## config.mk

```make
export PLATFORM = sky130hd
export DESIGN_NAME = cpu6502_execute_unit
export DESIGN_NICKNAME = d
export VERILOG_FILES = /design/src/rtl/cpu65_pkg.sv /design/src/rtl/cpu65_alu.sv /design/src/rtl/cpu6502_execute_unit.sv
export SDC_FILE = /design/constraint.sdc
export NUM_CORES = 1
export LEC_CHECK = 0
export ABC_AREA = 1
export BUFFER_PORTS_ARGS = -buffer_cell sky130_fd_sc_hd__buf_4
export CORE_MARGIN = 2
export CORE_UTILIZATION = 62
export DETAILED_ROUTE_END_ITERATION = 12
export PLACE_DENSITY_LB_ADDON = 0.1
export SLEW_MARGIN = 20
export SYNTH_ARGS = -nofsm -noshare
export SYNTH_HDL_FRONTEND = slang
export SYNTH_SLANG_ARGS = --single-unit
```

## constraint.sdc

```tcl
create_clock -name i_clk -period 7.1 [get_ports i_clk]
set_input_delay 0.355 -clock i_clk [delete_from_list [all_inputs] [get_ports i_clk]]
set_output_delay 0.355 -clock i_clk [all_outputs]
set_load 0.05 [all_outputs]
```

## src/rtl/cpu65_pkg.sv

```systemverilog
// ----------------------------------------------------------------------------
// cpu65_pkg
// Shared types and codes for the 6502 data-operation execute unit.
// ----------------------------------------------------------------------------
package cpu65_pkg;

    // Operation codes carried by the kind field
    localparam logic [5:0] OP_ADC = 6'd0;
    localparam logic [5:0] OP_SBC = 6'd1;
    localparam logic [5:0] OP_BIT = 6'd2;
    localparam logic [5:0] OP_AND = 6'd3;
    localparam logic [5:0] OP_EOR = 6'd4;
    localparam logic [5:0] OP_ORA = 6'd5;
    localparam logic [5:0] OP_ASL = 6'd6;
    localparam logic [5:0] OP_LSR = 6'd7;
    localparam logic [5:0] OP_ROL = 6'd8;
    localparam logic [5:0] OP_ROR = 6'd9;
    localparam logic [5:0] OP_DEC = 6'd10;
    localparam logic [5:0] OP_DEX = 6'd11;
    localparam logic [5:0] OP_DEY = 6'd12;
    localparam logic [5:0] OP_INC = 6'd13;
    localparam logic [5:0] OP_INX = 6'd14;
    localparam logic [5:0] OP_INY = 6'd15;
    localparam logic [5:0] OP_PHP = 6'd16;
    localparam logic [5:0] OP_PHA = 6'd17;
    localparam logic [5:0] OP_PLP = 6'd18;
    localparam logic [5:0] OP_PLA = 6'd19;
    localparam logic [5:0] OP_SEI = 6'd20;
    localparam logic [5:0] OP_SED = 6'd21;
    localparam logic [5:0] OP_SEC = 6'd22;
    localparam logic [5:0] OP_CLD = 6'd23;
    localparam logic [5:0] OP_CLI = 6'd24;
    localparam logic [5:0] OP_CLC = 6'd25;
    localparam logic [5:0] OP_CLV = 6'd26;
    localparam logic [5:0] OP_LDA = 6'd27;
    localparam logic [5:0] OP_LDX = 6'd28;
    localparam logic [5:0] OP_LDY = 6'd29;
    localparam logic [5:0] OP_STA = 6'd30;
    localparam logic [5:0] OP_STX = 6'd31;
    localparam logic [5:0] OP_STY = 6'd32;
    localparam logic [5:0] OP_TAX = 6'd33;
    localparam logic [5:0] OP_TAY = 6'd34;
    localparam logic [5:0] OP_TSX = 6'd35;
    localparam logic [5:0] OP_TXA = 6'd36;
    localparam logic [5:0] OP_TXS = 6'd37;
    localparam logic [5:0] OP_TYA = 6'd38;
    localparam logic [5:0] OP_CMP = 6'd39;
    localparam logic [5:0] OP_CPX = 6'd40;
    localparam logic [5:0] OP_CPY = 6'd41;
    localparam logic [5:0] OP_NOP = 6'd42;

    // Stack access codes
    localparam logic [1:0] SA_NONE = 2'd0;
    localparam logic [1:0] SA_PUSH = 2'd1;
    localparam logic [1:0] SA_POP  = 2'd2;

    // Bit positions in the internal 7-bit flag word (N V B D I Z C)
    localparam int FL_C = 0;
    localparam int FL_Z = 1;
    localparam int FL_I = 2;
    localparam int FL_D = 3;
    localparam int FL_B = 4;
    localparam int FL_V = 5;
    localparam int FL_N = 6;

    localparam logic [7:0] SP_RESET = 8'hFF;

    // Architectural register file
    typedef struct packed {
        logic [7:0] a;
        logic [7:0] x;
        logic [7:0] y;
        logic [7:0] sp;
        logic [6:0] fl;
    } t_regs;

    // Per-item side effects besides the register values
    typedef struct packed {
        logic       we;
        logic [7:0] wd;
        logic [1:0] sa;
        logic [8:0] saddr;
        logic       ni;
    } t_effect;

    // Packed status byte: N V 0 B D I Z C
    function automatic logic [7:0] pack_status(input logic [6:0] fl);
        return {fl[FL_N], fl[FL_V], 1'b0, fl[4:0]};
    endfunction

endpackage

```

## src/rtl/cpu65_alu.sv

```systemverilog
// ----------------------------------------------------------------------------
// cpu65_alu
// Combinational execute logic: one decoded operation against the current
// registers gives the next registers and the memory / stack side effects.
// ----------------------------------------------------------------------------
module cpu65_alu
    import cpu65_pkg::*;
(
    input  logic [5:0] i_kind,
    input  logic [7:0] i_operand,
    input  logic       i_acc_mode,
    input  t_regs      i_regs,
    output t_regs      o_regs,
    output t_effect    o_eff
);

    logic [7:0] a;
    logic [7:0] m;
    logic       c;
    logic [8:0] sum9;
    logic [8:0] diff9;
    logic [8:0] cmp_a;
    logic [8:0] cmp_x;
    logic [8:0] cmp_y;
    logic [7:0] sh_src;
    logic [7:0] sh_res;
    logic       sh_c;
    logic [7:0] sp_dec;
    logic [7:0] sp_inc;
    logic [7:0] m_dec;
    logic [7:0] m_inc;
    logic [7:0] x_dec;
    logic [7:0] x_inc;
    logic [7:0] y_dec;
    logic [7:0] y_inc;

    assign a = i_regs.a;
    assign m = i_operand;
    assign c = i_regs.fl[FL_C];

    // Adders and incrementers
    assign sum9  = {1'b0, a} + {1'b0, m} + {8'd0, c};
    assign diff9 = {1'b0, a} - {1'b0, m} - {8'd0, ~c};
    assign cmp_a = {1'b0, a} - {1'b0, m};
    assign cmp_x = {1'b0, i_regs.x} - {1'b0, m};
    assign cmp_y = {1'b0, i_regs.y} - {1'b0, m};
    assign sp_dec = i_regs.sp - 8'd1;
    assign sp_inc = i_regs.sp + 8'd1;
    assign m_dec  = m - 8'd1;
    assign m_inc  = m + 8'd1;
    assign x_dec  = i_regs.x - 8'd1;
    assign x_inc  = i_regs.x + 8'd1;
    assign y_dec  = i_regs.y - 8'd1;
    assign y_inc  = i_regs.y + 8'd1;

    // Shifter: source is A or the operand byte
    assign sh_src = i_acc_mode ? a : m;
    always_comb begin
        case (i_kind)
            OP_ASL: begin
                sh_res = {sh_src[6:0], 1'b0};
                sh_c   = sh_src[7];
            end
            OP_LSR: begin
                sh_res = {1'b0, sh_src[7:1]};
                sh_c   = sh_src[0];
            end
            OP_ROL: begin
                sh_res = {sh_src[6:0], c};
                sh_c   = sh_src[7];
            end
            default: begin
                sh_res = {c, sh_src[7:1]};
                sh_c   = sh_src[0];
            end
        endcase
    end

    // Operation decode
    always_comb begin
        o_regs = i_regs;
        o_eff  = '0;
        unique case (i_kind) inside
            OP_ADC: begin
                o_regs.a        = sum9[7:0];
                o_regs.fl[FL_N] = sum9[7];
                o_regs.fl[FL_Z] = (sum9[7:0] == 8'd0);
                o_regs.fl[FL_V] = ~(a[7] ^ m[7]) & (a[7] ^ sum9[7]);
                o_regs.fl[FL_C] = sum9[8];
            end
            OP_SBC: begin
                o_regs.a        = diff9[7:0];
                o_regs.fl[FL_N] = diff9[7];
                o_regs.fl[FL_Z] = (diff9[7:0] == 8'd0);
                o_regs.fl[FL_V] = (a[7] ^ diff9[7]) & (a[7] ^ m[7]);
                o_regs.fl[FL_C] = ~diff9[8];
            end
            OP_BIT: begin
                o_regs.fl[FL_N] = m[7];
                o_regs.fl[FL_V] = m[6];
                o_regs.fl[FL_Z] = ((a & m) == 8'd0);
            end
            OP_AND: begin
                o_regs.a        = a & m;
                o_regs.fl[FL_N] = a[7] & m[7];
                o_regs.fl[FL_Z] = ((a & m) == 8'd0);
            end
            OP_EOR: begin
                o_regs.a        = a ^ m;
                o_regs.fl[FL_N] = a[7] ^ m[7];
                o_regs.fl[FL_Z] = ((a ^ m) == 8'd0);
            end
            OP_ORA: begin
                o_regs.a        = a | m;
                o_regs.fl[FL_N] = a[7] | m[7];
                o_regs.fl[FL_Z] = ((a | m) == 8'd0);
            end
            OP_ASL, OP_LSR, OP_ROL, OP_ROR: begin
                o_regs.fl[FL_C] = sh_c;
                o_regs.fl[FL_N] = sh_res[7];
                o_regs.fl[FL_Z] = (sh_res == 8'd0);
                if (i_acc_mode) begin
                    o_regs.a = sh_res;
                end else begin
                    o_eff.we = 1'b1;
                    o_eff.wd = sh_res;
                end
            end
            OP_DEC: begin
                o_regs.fl[FL_N] = m_dec[7];
                o_regs.fl[FL_Z] = (m_dec == 8'd0);
                o_eff.we        = 1'b1;
                o_eff.wd        = m_dec;
            end
            OP_INC: begin
                o_regs.fl[FL_N] = m_inc[7];
                o_regs.fl[FL_Z] = (m_inc == 8'd0);
                o_eff.we        = 1'b1;
                o_eff.wd        = m_inc;
            end
            OP_DEX: begin
                o_regs.x        = x_dec;
                o_regs.fl[FL_N] = x_dec[7];
                o_regs.fl[FL_Z] = (x_dec == 8'd0);
            end
            OP_INX: begin
                o_regs.x        = x_inc;
                o_regs.fl[FL_N] = x_inc[7];
                o_regs.fl[FL_Z] = (x_inc == 8'd0);
            end
            OP_DEY: begin
                o_regs.y        = y_dec;
                o_regs.fl[FL_N] = y_dec[7];
                o_regs.fl[FL_Z] = (y_dec == 8'd0);
            end
            OP_INY: begin
                o_regs.y        = y_inc;
                o_regs.fl[FL_N] = y_inc[7];
                o_regs.fl[FL_Z] = (y_inc == 8'd0);
            end
            // Push: address uses SP before the decrement
            OP_PHP, OP_PHA: begin
                o_eff.wd    = (i_kind == OP_PHP) ? (pack_status(i_regs.fl) | 8'h30) : a;
                o_eff.sa    = SA_PUSH;
                o_eff.saddr = {1'b1, i_regs.sp};
                o_regs.sp   = sp_dec;
            end
            // Pop: address uses SP after the increment
            OP_PLP, OP_PLA: begin
                o_regs.sp   = sp_inc;
                o_eff.sa    = SA_POP;
                o_eff.saddr = {1'b1, sp_inc};
                if (i_kind == OP_PLP) begin
                    o_regs.fl = {m[7], m[6], m[4:0]};
                end else begin
                    o_regs.a = m;
                end
            end
            OP_SEI: o_regs.fl[FL_I] = 1'b1;
            OP_SED: o_regs.fl[FL_D] = 1'b1;
            OP_SEC: o_regs.fl[FL_C] = 1'b1;
            OP_CLD: o_regs.fl[FL_D] = 1'b0;
            OP_CLI: o_regs.fl[FL_I] = 1'b0;
            OP_CLC: o_regs.fl[FL_C] = 1'b0;
            OP_CLV: o_regs.fl[FL_V] = 1'b0;
            OP_LDA: begin
                o_regs.a        = m;
                o_regs.fl[FL_N] = m[7];
                o_regs.fl[FL_Z] = (m == 8'd0);
            end
            OP_LDX: begin
                o_regs.x        = m;
                o_regs.fl[FL_N] = m[7];
                o_regs.fl[FL_Z] = (m == 8'd0);
            end
            OP_LDY: begin
                o_regs.y        = m;
                o_regs.fl[FL_N] = m[7];
                o_regs.fl[FL_Z] = (m == 8'd0);
            end
            OP_STA: begin
                o_eff.we = 1'b1;
                o_eff.wd = a;
            end
            OP_STX: begin
                o_eff.we = 1'b1;
                o_eff.wd = i_regs.x;
            end
            OP_STY: begin
                o_eff.we = 1'b1;
                o_eff.wd = i_regs.y;
            end
            OP_TAX: begin
                o_regs.x        = a;
                o_regs.fl[FL_N] = a[7];
                o_regs.fl[FL_Z] = (a == 8'd0);
            end
            OP_TAY: begin
                o_regs.y        = a;
                o_regs.fl[FL_N] = a[7];
                o_regs.fl[FL_Z] = (a == 8'd0);
            end
            OP_TSX: begin
                o_regs.x        = i_regs.sp;
                o_regs.fl[FL_N] = i_regs.sp[7];
                o_regs.fl[FL_Z] = (i_regs.sp == 8'd0);
            end
            OP_TXA: begin
                o_regs.a        = i_regs.x;
                o_regs.fl[FL_N] = i_regs.x[7];
                o_regs.fl[FL_Z] = (i_regs.x == 8'd0);
            end
            OP_TXS: o_regs.sp = i_regs.x;
            OP_TYA: begin
                o_regs.a        = i_regs.y;
                o_regs.fl[FL_N] = i_regs.y[7];
                o_regs.fl[FL_Z] = (i_regs.y == 8'd0);
            end
            // Compares: carry is the inverted borrow
            OP_CMP: begin
                o_regs.fl[FL_N] = cmp_a[7];
                o_regs.fl[FL_Z] = (cmp_a[7:0] == 8'd0);
                o_regs.fl[FL_C] = ~cmp_a[8];
            end
            OP_CPX: begin
                o_regs.fl[FL_N] = cmp_x[7];
                o_regs.fl[FL_Z] = (cmp_x[7:0] == 8'd0);
                o_regs.fl[FL_C] = ~cmp_x[8];
            end
            OP_CPY: begin
                o_regs.fl[FL_N] = cmp_y[7];
                o_regs.fl[FL_Z] = (cmp_y[7:0] == 8'd0);
                o_regs.fl[FL_C] = ~cmp_y[8];
            end
            OP_NOP: ;
            default: o_eff.ni = 1'b1;
        endcase
    end

endmodule

```

## src/rtl/cpu6502_execute_unit.sv

```systemverilog
// ----------------------------------------------------------------------------
// cpu6502_execute_unit
// Data-operation execute stage of a 6502-style core: holds A, X, Y, SP and
// the flags, executes one decoded operation per item.
// ----------------------------------------------------------------------------
//   Channel | Direction | Handshake              | Payload
//   in      | into unit | i_in_valid/o_in_stall  | kind, operand, acc_mode
//   out     | out of    | o_out_valid/i_out_stall| write, stack, regs, status
//
// Throughput is one item per cycle unless the output stalls; an item passes the
// input register, then executes into the result register and the architectural
// registers. The register feedback through the 8-bit ALU sets the cycle.
// Synchronous active-low reset: A, X, Y and flags clear, SP goes to 0xFF.
// A stall on the output holds the result and, once the input register is
// full, stalls the input.
// ----------------------------------------------------------------------------
module cpu6502_execute_unit
    import cpu65_pkg::*;
(
    input  logic       i_clk,
    input  logic       i_rst_n,
    // input channel
    input  logic       i_in_valid,
    output logic       o_in_stall,
    input  logic [5:0] i_kind,
    input  logic [7:0] i_operand,
    input  logic       i_acc_mode,
    // result channel
    output logic       o_out_valid,
    input  logic       i_out_stall,
    output logic       o_write_enable,
    output logic [7:0] o_write_data,
    output logic [1:0] o_stack_access,
    output logic [8:0] o_stack_address,
    output logic [7:0] o_acc_out,
    output logic [7:0] o_x_out,
    output logic [7:0] o_y_out,
    output logic [7:0] o_sp_out,
    output logic [7:0] o_status_out,
    output logic       o_not_implemented
);

    // Input register
    logic       r_s1_valid;
    logic [5:0] r_s1_kind;
    logic [7:0] r_s1_operand;
    logic       r_s1_acc_mode;

    // Architectural state and result register
    t_regs      r_regs;
    t_regs      n_regs;
    t_effect    n_eff;
    t_effect    r_eff;
    logic       r_out_valid;

    logic       s1_adv;
    logic       s1_exec;

    assign s1_adv     = ~r_out_valid | ~i_out_stall;
    assign s1_exec    = r_s1_valid & s1_adv;
    assign o_in_stall = r_s1_valid & ~s1_adv;

    // Input capture
    always_ff @(posedge i_clk) begin
        if (!i_rst_n) begin
            r_s1_valid <= 1'b0;
        end else if (!o_in_stall) begin
            r_s1_valid <= i_in_valid;
        end
    end

    always_ff @(posedge i_clk) begin
        if (!o_in_stall && i_in_valid) begin
            r_s1_kind     <= i_kind;
            r_s1_operand  <= i_operand;
            r_s1_acc_mode <= i_acc_mode;
        end
    end

    cpu65_alu u_alu (
        .i_kind     (r_s1_kind),
        .i_operand  (r_s1_operand),
        .i_acc_mode (r_s1_acc_mode),
        .i_regs     (r_regs),
        .o_regs     (n_regs),
        .o_eff      (n_eff)
    );

    // Architectural registers update as the item executes
    always_ff @(posedge i_clk) begin
        if (!i_rst_n) begin
            r_regs.a  <= 8'd0;
            r_regs.x  <= 8'd0;
            r_regs.y  <= 8'd0;
            r_regs.sp <= SP_RESET;
            r_regs.fl <= 7'd0;
        end else if (s1_exec) begin
            r_regs <= n_regs;
        end
    end

    // Result register
    always_ff @(posedge i_clk) begin
        if (!i_rst_n) begin
            r_out_valid <= 1'b0;
        end else if (s1_adv) begin
            r_out_valid <= r_s1_valid;
        end
    end

    always_ff @(posedge i_clk) begin
        if (s1_exec) begin
            r_eff <= n_eff;
        end
    end

    // Register outputs track the state left by the last executed item
    assign o_out_valid       = r_out_valid;
    assign o_write_enable    = r_eff.we;
    assign o_write_data      = r_eff.wd;
    assign o_stack_access    = r_eff.sa;
    assign o_stack_address   = r_eff.saddr;
    assign o_not_implemented = r_eff.ni;
    assign o_acc_out         = r_regs.a;
    assign o_x_out           = r_regs.x;
    assign o_y_out           = r_regs.y;
    assign o_sp_out          = r_regs.sp;
    assign o_status_out      = pack_status(r_regs.fl);

endmodule

```

==> summary.md <==
| Metric | Value |
|---|---|
| Outcome | `completed` |
| Sum of negative setup slack | `0 ps` |
| RSZ-0062 raised after global routing | `no` |
| Skew-Pair Late Insertion Delay | `360 ps` |
| Worst relative slew slack | `0.330` |
| Area growth from synthesis to layout | `11.6%` |
| Area taken by multi-input logic gates | `5620 sq um` |
| Nets in the synthesized netlist | `1403` |
| Synth unique cells | `53` |
| Number of hold buffers added after cts | `0` |
| Die X-Extent | `120 um` |
| Placed inst area | `9070 sq um` |
| Post-detailed-route wirelength per cell | `22.0 um` |
| Cell area after technology mapping | `8390 sq um` |
| Via count of the first global-routing pass | `9335` |
| Synthesis warning total | `0` |
| DR DRC count | `0` |
| Area of all sequential standard cells | `1900 sq um` |
| Number of DRC violations after detailed-routing iteration 0 | `1810` |
| Area of all placed cells without fillers | `9360 sq um` |
| Maximum number of pins on one net before global-route repair | `34` |
| Sequential cell area fraction in the yosys report | `0.227` |
| Instance count of the mapped netlist | `1322` |
| Routed vias | `10300` |
| Hold Violations, Final | `0` |
| Global-route total usage across every layer | `0.468` |
| Antenna viol nets, final | `0` |
| Max frequency | `264 MHz` |
| Largest buffer count on any clock path | `2` |
| Die H | `120 um` |
| Leakage dissipation | `4.58 nW` |
| Number of storage elements in the synthesis netlist | `77` |
| GPL Wtd Cong | `1.20` |
| Final count of negative-setup-slack endpoints | `0` |
| Number of nets in the finished design | `1466` |
| Via/cell ratio | `6.56` |
| Count of antenna diodes in the layout | `0` |
| 1st-pass router iterations | `9` |
| Min Clock Period, post-route | `3790 ps` |
| Core ar. | `13200 sq um` |
| Final wirelength | `34.4 mm` |
| Required arrival time at the worst endpoint | `7360 ps` |
| Number of antenna violations at the first check in global routing | `0` |
| Fillers | `1182` |
| Total half-perimeter wirelength after legalization and detailed placement | `26.1 mm` |
| CTS clock-pin slew for the worst setup and hold paths | `70 ps` |
| Clock root buffer | `clkbuf_16` |
| Syn avg cell area | `6.34 sq um` |
| Element type at the critical path start | `flip-flop` |
| Global-route congestion overflow total | `0` |
| WP data arrival | `4050 ps` |
| Number of levels the H-tree was split into | `3` |
| Worst Skew | `11.9 ps` |
| End-of-flow core utilization | `0.707` |
| IO buf count | `80` |
| Setup bufs post-CTS | `0` |
| CTS tree | `done` |
| First-pass GRT wire length | `51.6 mm` |
| Tightest Pin Transition | `1010 ps` |
| Gates resized, CTS repair | `0` |
| Number of buffers created by CTS | `9` |
| Reported max-cap violation count | `0` |
| Category of the most critical setup path | `reg2reg` |
| Worst hold path class | `in2reg` |
| Die Footprint | `14500 sq um` |
| P per Cell Area | `141 nW/um^2` |
| IR Drop Worst-Case VDD | `0.101 mV` |
| I/O pin total | `82` |
| Initial core utilization | `0.633` |
| Maximum fanout along the worst path | `10` |
| Number of clock sinks seen by CTS | `77` |
| Number of slew-limit violations in the final report | `0` |
| Crit end category | `flip-flop` |
| Share of the clock period used by the worst path after layout | `0.533` |
| Proportion of layout cells with a drive suffix above 1 | `0.106` |
| Total number of placement rows | `42` |
-- worst max-delay path, stage by stage, from the launching register on --
cell and delay, ps:
edfxtp_1 720, inv_1 530, ha_1 610, inv_1 170
a21oi_1 260, nand2_1 140, nand2_1 120, nand2_1 70
nand2_1 80, nand2_1 70, inv_1 90, nor2_1 100
nor2_1 130, nand3_1 90, nor2_1 270, nand3_1 110
nand2_1 70, inv_1 30
-- synth_stat cells, drive strengths merged --
cell type  count  area share
a211oi         5      0.0045
a21o           1     0.00090
a21oi         82       0.052
a221oi        18       0.019
a22oi          3      0.0027
a311oi         2      0.0021
a31oi          2      0.0015
a41oi          2      0.0021
and2           3      0.0022
buf           14       0.011
clkbuf        16      0.0072
clkinv         5      0.0022
conb           1     0.00045
dfxtp         41       0.098
edfxtp        36        0.13
fa             3      0.0072
ha            59       0.088
inv          183       0.082
nand2        332        0.15
nand3        129       0.082
nand3b         4      0.0036
nand4         24       0.019
nor2         156       0.079
nor3          22       0.014
nor4           3      0.0022
o2111ai        6      0.0063
o211ai         9      0.0081
o21ai         79       0.048
o21bai         3      0.0027
o221a          1      0.0013
o221ai         7      0.0073
o22ai         33       0.025
o2bb2ai        1      0.0010
o31ai          2      0.0018
or2            1     0.00075
xnor2          6      0.0063
xor2          28       0.029
-- where the power goes --
group,switching [W],internal (W),total [W]
clock network,0.000227,0.000246,0.000472
logic,0.000239,0.0000947,0.000334
registers,0.0000313,0.000482,0.000513
total,0.000497,0.000823,0.00132
-- layout make-up --
type                       count  share of cell area
sequential                    77               0.203
clock buffer                   9              0.0241
tap                          176              0.0235
multi-input combinational   1027               0.601
timing repair buffer          82              0.0658
inverter                     188              0.0757
clock inverter                 7             0.00695
-- metrics by stage --
step           setup slack [ps]  total power [W]  instances  hold slack [ps]
2_1_floorplan              4240         0.000738       1322              451
5_1_grt                    3270          0.00136       1566              163
6_report                   3310          0.00132       1566              161
3_3_place_gp               3660         0.000836       1550              463
4_1_cts                    3580          0.00130       1566              163
3_5_place_dp               3600         0.000839       1550              485
-- layer usage --
layer | routed length [um] | GRT usage | part of all wire | vias to the layer above
met2 | 14400 | 0.712 | 0.42 | 916
met3 | 4830 | 0.142 | 0.14 | 230
li1 | - | - | - | 4585
met4 | 2740 | 0.328 | 0.080 | 0
met5 | 0 | 0 | 0 | -
met1 | 12400 | 0.565 | 0.36 | 4540
-- cell families after synthesis --
logic type               share of synthesized area
AO/OA/AOI/OAI                                0.185
XOR/XNOR                                    0.0355
adder cells (fa/ha/maj)                     0.0952
buffers and inverters                        0.103
flip-flops                                   0.227
other                                     0.000447
AND/OR/NAND/NOR                              0.354
-- path summary, 6_finish.rpt --
path	cells past startpoint	startpoint	to	slack, ps
worst max-delay path	17	r_s1_operand[2]	o_status_out[1]	3310
worst min-delay path	1	i_operand[6]	r_s1_operand[6]	160
worst max register to register	17	r_s1_operand[2]	o_status_out[1]	3310
worst min register to register	2	r_s1_valid	o_out_valid	500
-- registers in the layout (all words and copies together), names as in the netlist, 2 cells and up --
register,count
o_status_out,7
o_x_out,8
o_stack_access,2
o_acc_out,8
r_s1_operand,8
o_write_data,8
r_s1_kind,6
o_sp_out,8
o_y_out,8
o_stack_address,9
-- placed cells by master, fill, tap and decap left out, drive strengths merged --
cell type	count
xor2	28
clkinv	7
o21bai	3
o221ai	7
nor3	22
nor4	3
xnor2	6
nand4	24
a221oi	18
o211ai	9
dfxtp	41
a31oi	2
a21oi	82
conb	1
clkinvlp	1
ha	59
clkbuf	9
a311oi	2
or2	1
nand3b	4
o2111ai	6
o31ai	2
o21ai	79
a22oi	3
a211oi	5
nand2	332
o2bb2ai	1
o221a	1
inv	187
and2	3
nand3	129
a21o	1
o22ai	33
fa	3
a41oi	2
edfxtp	36
buf	82
nor2	156
No activity file was read; power rests on OpenSTA's default activity.
